## config.mk

```make
export PLATFORM = sky130hd
export DESIGN_NAME = m7ta_cfg
export DESIGN_NICKNAME = d
export VERILOG_FILES = /design/src/rtl/m7ta_pkg.sv /design/src/rtl/m7ta_cfg.sv
export SDC_FILE = /design/constraint.sdc
export NUM_CORES = 1
export LEC_CHECK = 0
export BUFFER_PORTS_ARGS = -buffer_cell sky130_fd_sc_hd__buf_2
export CORE_MARGIN = 2
export CORE_UTILIZATION = 30
export CTS_CLUSTER_DIAMETER = 150
export DETAILED_ROUTE_END_ITERATION = 8
export SYNTH_ARGS = -nofsm -noshare
export SYNTH_HDL_FRONTEND = slang
export SYNTH_SLANG_ARGS = --single-unit
export TNS_END_PERCENT = 50
```

## constraint.sdc

```tcl
create_clock -name clk -period 2.1 [get_ports clk]
set_input_delay 0.105 -clock clk [delete_from_list [all_inputs] [get_ports clk]]
set_output_delay 0.105 -clock clk [all_outputs]
set_load 0.005 [all_outputs]
```

## src/rtl/m7ta_pkg.sv

```systemverilog
// m7ta_pkg: types, constants and helper functions for the mode 7 texel address block
// used by every module of the block, depends on nothing
`default_nettype none

package m7ta_pkg;

  localparam int TEX_WIDTH      = 1024;
  localparam int TEX_HEIGHT     = 1024;
  localparam int PAD_SIZE       = 8;
  localparam int MAX_MIP_LEVELS = 8;

  // padding period in texels and its reciprocal for a 15 bit dividend
  localparam int PAD_PER   = PAD_SIZE - 1;
  localparam int PAD_RECIP = ((1 << 21) + PAD_PER - 1) / PAD_PER;

  // floor(x / 10) = (x * CY_RECIP) >> 24 for x below 2^21
  localparam int CY_RECIP = 1677722;

  // divider geometry, shared by both division passes
  localparam int DIV_NUM_W = 37;
  localparam int DIV_DEN_W = 14;
  localparam int DIV_LANES = 2;

  typedef enum logic [2:0] {
    REG_POS_X     = 3'd0,
    REG_POS_Y     = 3'd1,
    REG_COS_THETA = 3'd2,
    REG_SIN_THETA = 3'd3,
    REG_ZOOM      = 3'd4,
    REG_SCREEN    = 3'd5,
    REG_PAD_ORG   = 3'd6,
    REG_MODE      = 3'd7
  } reg_idx_t;

  typedef struct packed {
    logic signed [23:0] pos_x;
    logic signed [23:0] pos_y;
    logic signed [15:0] cos_theta;
    logic signed [15:0] sin_theta;
    logic        [15:0] zoom;
    logic        [9:0]  w;
    logic        [9:0]  h;
    logic        [9:0]  org_x;
    logic        [9:0]  org_y;
    logic               persp;
    logic        [3:0]  levels;
  } cfg_t;

  typedef struct packed {
    logic [9:0]  col;
    logic [9:0]  row;
    logic [30:0] a;
  } ctx_t;

  typedef struct packed {
    logic [2:0]  lvl;
    logic [9:0]  tx;
    logic [9:0]  ty;
    logic [19:0] idx;
    logic        wrapped;
  } res_t;

  // 2^(6*i) mod PAD_PER
  function automatic int pad_weight(int i);
    int p;
    p = 1 % PAD_PER;
    for (int k = 0; k < i; k++) begin
      p = (p * 64) % PAD_PER;
    end
    return p;
  endfunction

  localparam int PAD_NEGW = (PAD_PER - pad_weight(6)) % PAD_PER;

  // folds a 36 bit two's complement value into a small value of the same residue
  function automatic logic [14:0] pad_fold(logic [35:0] v);
    logic [14:0] acc;
    acc = v[35] ? 15'(PAD_NEGW) : 15'd0;
    for (int i = 0; i < 6; i++) begin
      acc = acc + 15'(15'(v[6*i +: 6]) * 15'(pad_weight(i)));
    end
    return acc;
  endfunction

  function automatic logic [10:0] mip_dim(int dim, logic [2:0] lvl);
    logic [10:0] v;
    v = 11'(dim) >> lvl;
    if (v == 11'd0) begin
      v = 11'd1;
    end
    return v;
  endfunction

endpackage

`default_nettype wire

```

## src/rtl/m7ta_cfg.sv

```systemverilog
// m7ta_cfg: apb register file for camera, screen, padding and mode settings
// depends on m7ta_pkg
`default_nettype none

module m7ta_cfg import m7ta_pkg::*; (
  input  wire logic        clk,
  input  wire logic        rst,
  input  wire logic        psel,
  input  wire logic        penable,
  input  wire logic        pwrite,
  input  wire logic [4:0]  paddr,
  input  wire logic [31:0] pwdata,
  output logic      [31:0] prdata,
  output logic             pready,
  output cfg_t             cfg
);

  logic [23:0] pos_x;
  logic [23:0] pos_y;
  logic [15:0] cos_theta;
  logic [15:0] sin_theta;
  logic [15:0] zoom;
  logic [19:0] screen_size;
  logic [19:0] padding_origin;
  logic [4:0]  mode;
  reg_idx_t    idx;
  logic        wr;

  assign pready = 1'b1;
  assign idx    = reg_idx_t'(paddr[4:2]);
  assign wr     = psel && penable && pwrite;

  always_ff @(posedge clk) begin
    if (rst) begin
      pos_x          <= 24'd220160;
      pos_y          <= 24'd194048;
      cos_theta      <= 16'd16384;
      sin_theta      <= 16'd0;
      zoom           <= 16'd328;
      screen_size    <= 20'd262400;
      padding_origin <= 20'd0;
      mode           <= 5'd17;
    end else if (wr) begin
      case (idx)
        REG_POS_X:     pos_x          <= pwdata[23:0];
        REG_POS_Y:     pos_y          <= pwdata[23:0];
        REG_COS_THETA: cos_theta      <= pwdata[15:0];
        REG_SIN_THETA: sin_theta      <= pwdata[15:0];
        REG_ZOOM:      zoom           <= pwdata[15:0];
        REG_SCREEN:    screen_size    <= pwdata[19:0];
        REG_PAD_ORG:   padding_origin <= pwdata[19:0];
        REG_MODE:      mode           <= pwdata[4:0];
        default: ;
      endcase
    end
  end

  always_comb begin
    case (idx)
      REG_POS_X:     prdata = 32'(pos_x);
      REG_POS_Y:     prdata = 32'(pos_y);
      REG_COS_THETA: prdata = 32'(cos_theta);
      REG_SIN_THETA: prdata = 32'(sin_theta);
      REG_ZOOM:      prdata = 32'(zoom);
      REG_SCREEN:    prdata = 32'(screen_size);
      REG_PAD_ORG:   prdata = 32'(padding_origin);
      REG_MODE:      prdata = 32'(mode);
      default:       prdata = 32'd0;
    endcase
  end

  always_comb begin
    cfg.pos_x     = $signed(pos_x);
    cfg.pos_y     = $signed(pos_y);
    cfg.cos_theta = $signed(cos_theta);
    cfg.sin_theta = $signed(sin_theta);
    cfg.zoom      = zoom;
    cfg.w         = (screen_size[9:0] == 10'd0) ? 10'd1 : screen_size[9:0];
    cfg.h         = (screen_size[19:10] == 10'd0) ? 10'd1 : screen_size[19:10];
    cfg.org_x     = padding_origin[9:0];
    cfg.org_y     = padding_origin[19:10];
    cfg.persp     = mode[0];
    if (mode[4:1] == 4'd0) begin
      cfg.levels = 4'd1;
    end else if (mode[4:1] > 4'(MAX_MIP_LEVELS)) begin
      cfg.levels = 4'(MAX_MIP_LEVELS);
    end else begin
      cfg.levels = mode[4:1];
    end
  end

endmodule

`default_nettype wire

```

=== After elaboration in Yosys (flattened, before gate mapping) ===
Index checks and enable logic that the tools add are counted.
W data, S select, Z words.

* Input port bits: 42
* Register bits after elaboration: 141

* Mux-type cells: 5
* Reduce and logical (&&, ||, !) cells: 14
* Equality and inequality tests: 7
* Order comparisons: 1

{| class="wikitable"
|+ Operator list
! kind !! count
|-
| $pmux W32 S8 || 1
|-
| $logic_not A10 Y1 || 2
|-
| $mux W10 || 2
|-
| $reduce_and A2 Y1 || 8
|-
| $eq A3 B3 Y1 const B || 4
|-
| $mux W4 || 2
|-
| $eq A3 B2 Y1 const B || 2
|-
| $gt A4 B4 Y1 const B || 1
|-
| $logic_not A4 Y1 || 1
|-
| $eq A3 B1 Y1 const B || 1
|-
| $logic_not A3 Y1 || 1
|-
| $logic_and A1 B1 Y1 || 2
|}

=== Logic depth before layout (Yosys ltp) ===
* Word-level depth: 3
* Mapped depth: 6
* Gate-level depth less buffers: 3

=== Worst setup path after synthesis ===
Ideal clock, no wire load.

* Path type: input port to output port
* From: input port paddr[2]
* To: output port prdata[1]
* Stages on the path: 5
* Buffers on the path: 2
* Data required time: 1.995 ns
* Data arrival time: 1.076 ns
* Setup slack: 0.919 ns
* Cells stage by stage: buf_2 > buf_2 > mux2_2 > a32oi_1 > a31oi_1

* Word-level cells in the longest chain between the ends: 2
* Elaborated cells between the ends (all ways): 9
* Those cells by class: eq/ne: 7; mux: 1; reduce/logical: 1

{| class="wikitable"
|+ RTL lines
! item !! RTL line !! RTL
|-
| from (decl) || m7ta_cfg.sv:11 || <nowiki>input wire logic [4:0] paddr,</nowiki>
|-
| $eq A3 B3 Y1 (tied with other cells) || m7ta_cfg.sv:59 || <nowiki>case (idx)</nowiki>
|-
| $pmux W32 S8 * || m7ta_cfg.sv:59 ||
|-
| to (decl) || m7ta_cfg.sv:13 || <nowiki>output logic [31:0] prdata,</nowiki>
|}

Mark *: on every way between the ends. The rest lies on a longest branch, timed or not. The select of a mux whose other input is x is not followed.

=== Worst setup path in the final report ===
* From: input port paddr[3]
* To: output port prdata[4]

Same word-level chain as after synthesis.

==> reports/results.ini <==
[worst_setup_path]
path_max_fanout = 28
critPathSlowestCell = buf_2
end_kind = output port
ff2ff_setup_slack_ps = 1220
critPathArrivalTime_ps = 1790
reg2reg_depth = 2
crit_path_start = paddr[3]
cp_top_family = buffers and inverters
cpMostUsedCell = buf_2
crit_path_max_incr_delay_ps = 500
path_depth = 6
crit_chain = buf_2, or3_1, buf_4, nor2_1, a31oi_1, buf_2
endpoint = prdata[4]
crit_required_ps = 2000
crit_buf_inv = 3
start_kind = input port
crit_type = in2out
rr_endpoint = mode[4]$_SDFFE_PP1P_
rr_startpoint = mode[4]$_SDFFE_PP1P_

[power_and_ir_drop]
p_clk_frac = 0.480
p_sw_w = 0.00167
combPwrFrac = 0.098
power_leakage_nw = 3.46
ir_drop_v = 0.000494
seqPwrFrac = 0.422
intPower_w = 0.00476
p_per_area_nw_per_um2 = 743
switching_share = 0.260

[finish]
layout-drive-gt1-share = 0.279
syn2layout_area_growth_pct = 26.4
final_nets = 1051
diodes = 0
stdcell_area_sq_um = 8650

[floorplan]
num_rows = 55
core-area_sq_um = 22500
die_area_sq_um = 24100
die_x_um = 155
io_pins = 216
start_util = 0.304
die_h_um = 155

[global_routing]
antenna_found_initial = 0
grt_use_total = 0.239
grt_max_degree = 67
grt_pass1_vias = 6780
overflow = 0
grt_pass1_wl_um = 43100

[routing]
drc = 0
vias = 7309
first_pass_iters = 7
wirelength_um = 29400
viasPerCell = 5.59
wire_per_inst_um = 22.5
drt_iter0_drc = 766
final_antenna_net_count = 0

[logic_synthesis]
synthArstFlopShare = 0
synth_largest_area_cell = dfxtp_1
synth_edf_count = 0
synth.distinct_cells = 48
synth_most_common_cell = dfxtp_1
synthTopCellsByCount = 141 x dfxtp_1, 124 x a21oi_1, 119 x nand3_1
ys_ff_latch = 141
ys_seq_area_frac = 0.412
synthTopCellsByArea = dfxtp_1 41%, a21oi_1 9.1%, nand3_1 8.7%
syn_area_per_cell_sq_um = 7.98
synth_top_area_share = 0.412
synth_warnings = 0
syn_area_sq_um = 6850
syn_inst = 858
ys.flop_type = dfxtp_1

[clocking]
postCtsSetupRepairBufs = 0
clock_latency_ps = 430
h-tree-depth = 4
post_cts_resize_count = 0
clockBufferDepth = 2
root_buffer = clkbuf_16
clkSinkCount = 141
clkTransAtPathRegs_ps = 60
cts_tree = built
cts_buffers = 17

[sta]
finClkSkew_ps = 0
hold_viol = 0
final_max_slew_viol_count = 0
fin_tns_setup_ps = 0
setup_viol = 0
fin_crit_ps = 1900
slew_headroom = 0.569
worst_pin_slew_ps = 647
max_freq_mhz = 528
timing.final.crit_share = 0.903
rsz0062_at_grt = no

[place]
routabilityCongestion = 0.890
io_buffers = 196
place_area_sq_um = 7980
hpwlAfterDp_um = 20700

[flow_run]
cap_violations = 0

[run_status]
status = finished clean

[hold_path]
hold_class = in2reg

[power groups by stage]
| stage | Combinational, W | Sequential [W] | Clock, W |
|---|---|---|---|
| after detailed placement | 0.000604 | 0.00277 | 0 |
| after global placement | 0.000602 | 0.00277 | 0 |
| after global routing | 0.000661 | 0.00271 | 0.00322 |
| after CTS | 0.000617 | 0.00271 | 0.00310 |
| after floorplan | 0.000345 | 0.00277 | 0 |
| final | 0.000627 | 0.00271 | 0.00309 |
[worst register-to-register path, cell delays in order, from the launching register on]
cell	delay, ps
dfxtp_1	350
a21boi_1	140
a211o_1	280
[state kept, by name, indices dropped and copies added (netlist names)]
register	count
pos_y	24
pos_x	24
cos_theta	16
screen_size	20
sin_theta	16
zoom	16
padding_origin	20
mode	5
[cells in the final DEF, fill, tap and decap left out, types with 5 or more instances in the layout]
master,instances
buf_2,195
dfxtp_1,141
a21oi_1,124
nand3_1,119
o21ai_1,67
nor2_1,57
o21ai_0,52
mux2i_1,44
buf_4,40
clkbuf_16,17
a32oi_1,14
nand2_1,11
inv_1,10
a31oi_1,10
conb_1,9
dlygate4sd3_1,8
nand2b_1,7
mux2_2,7
and2_1,6
nor2b_1,5
nor3b_1,5
o22ai_1,5
[stage by stage]
stage | util | power (W) | instances | hold WS, ps | setup WS [ps]
floorplan | - | 0.00311 | 865 | 253 | 919
global placement | 0.355 | 0.00337 | 1267 | 374 | 278
detailed placement | 0.355 | 0.00338 | 1267 | 377 | 242
CTS | 0.385 | 0.00643 | 1307 | 3.42 | 275
global route | 0.385 | 0.00660 | 1307 | 7.13 | 177
finish | 0.385 | 0.00643 | 1307 | 11.6 | 205
[timing repair]
| item | CTS | global route |
|---|---|---|
| endpoints found under the hold margin | 18 | 0 |
| setup endpoints to repair | 0 | 0 |
| hold buffers | 8 | 0 |
[per-layer routing]
metal  track usage  part of all wire  routed length (um)
met5             0                 0                   0
met1         0.293              0.40               11700
met2         0.375              0.46               13400
met4        0.0939             0.038                1130
met3        0.0967              0.11                3240
[worst min path at each step]
stage	to	start	slack [ps]	cells after the start
after floorplan	cos_theta[10]$_SDFFE_PP0P_	pwdata[10]	250	2
after CTS	sin_theta[8]$_SDFFE_PP0P_	pwdata[8]	3	3
after global placement	pos_x[23]$_SDFFE_PP0P_	pwdata[23]	370	3
final	padding_origin[11]$_SDFFE_PP0P_	pwdata[11]	10	3
after global routing	pos_y[8]$_SDFFE_PP0P_	pwdata[8]	7	3
after detailed placement	pos_y[21]$_SDFFE_PP0P_	pwdata[21]	380	3
[final cells by class]
type	count	area (sq um)
clock inverter	10	111
clock buffer	22	484
sequential	141	2820
timing repair buffer	247	1440
multi-input combinational	591	3400
fill	2323	13800
inverter	11	41.3
tap	285	357
[cells by family (layout without fill, tap and decap cells)]
kind of cell           after synthesis  after routing  share of synthesized area
muxes                               51             51                     0.0758
AOI/OAI and AO/OA                  305            305                      0.252
and+or+nand+nor                    226            226                      0.164
other                                2              9                    0.00110
buffers and inverters              133            290                     0.0957
DFF                                141            141                      0.412
(Power assumes the default switching activity.)
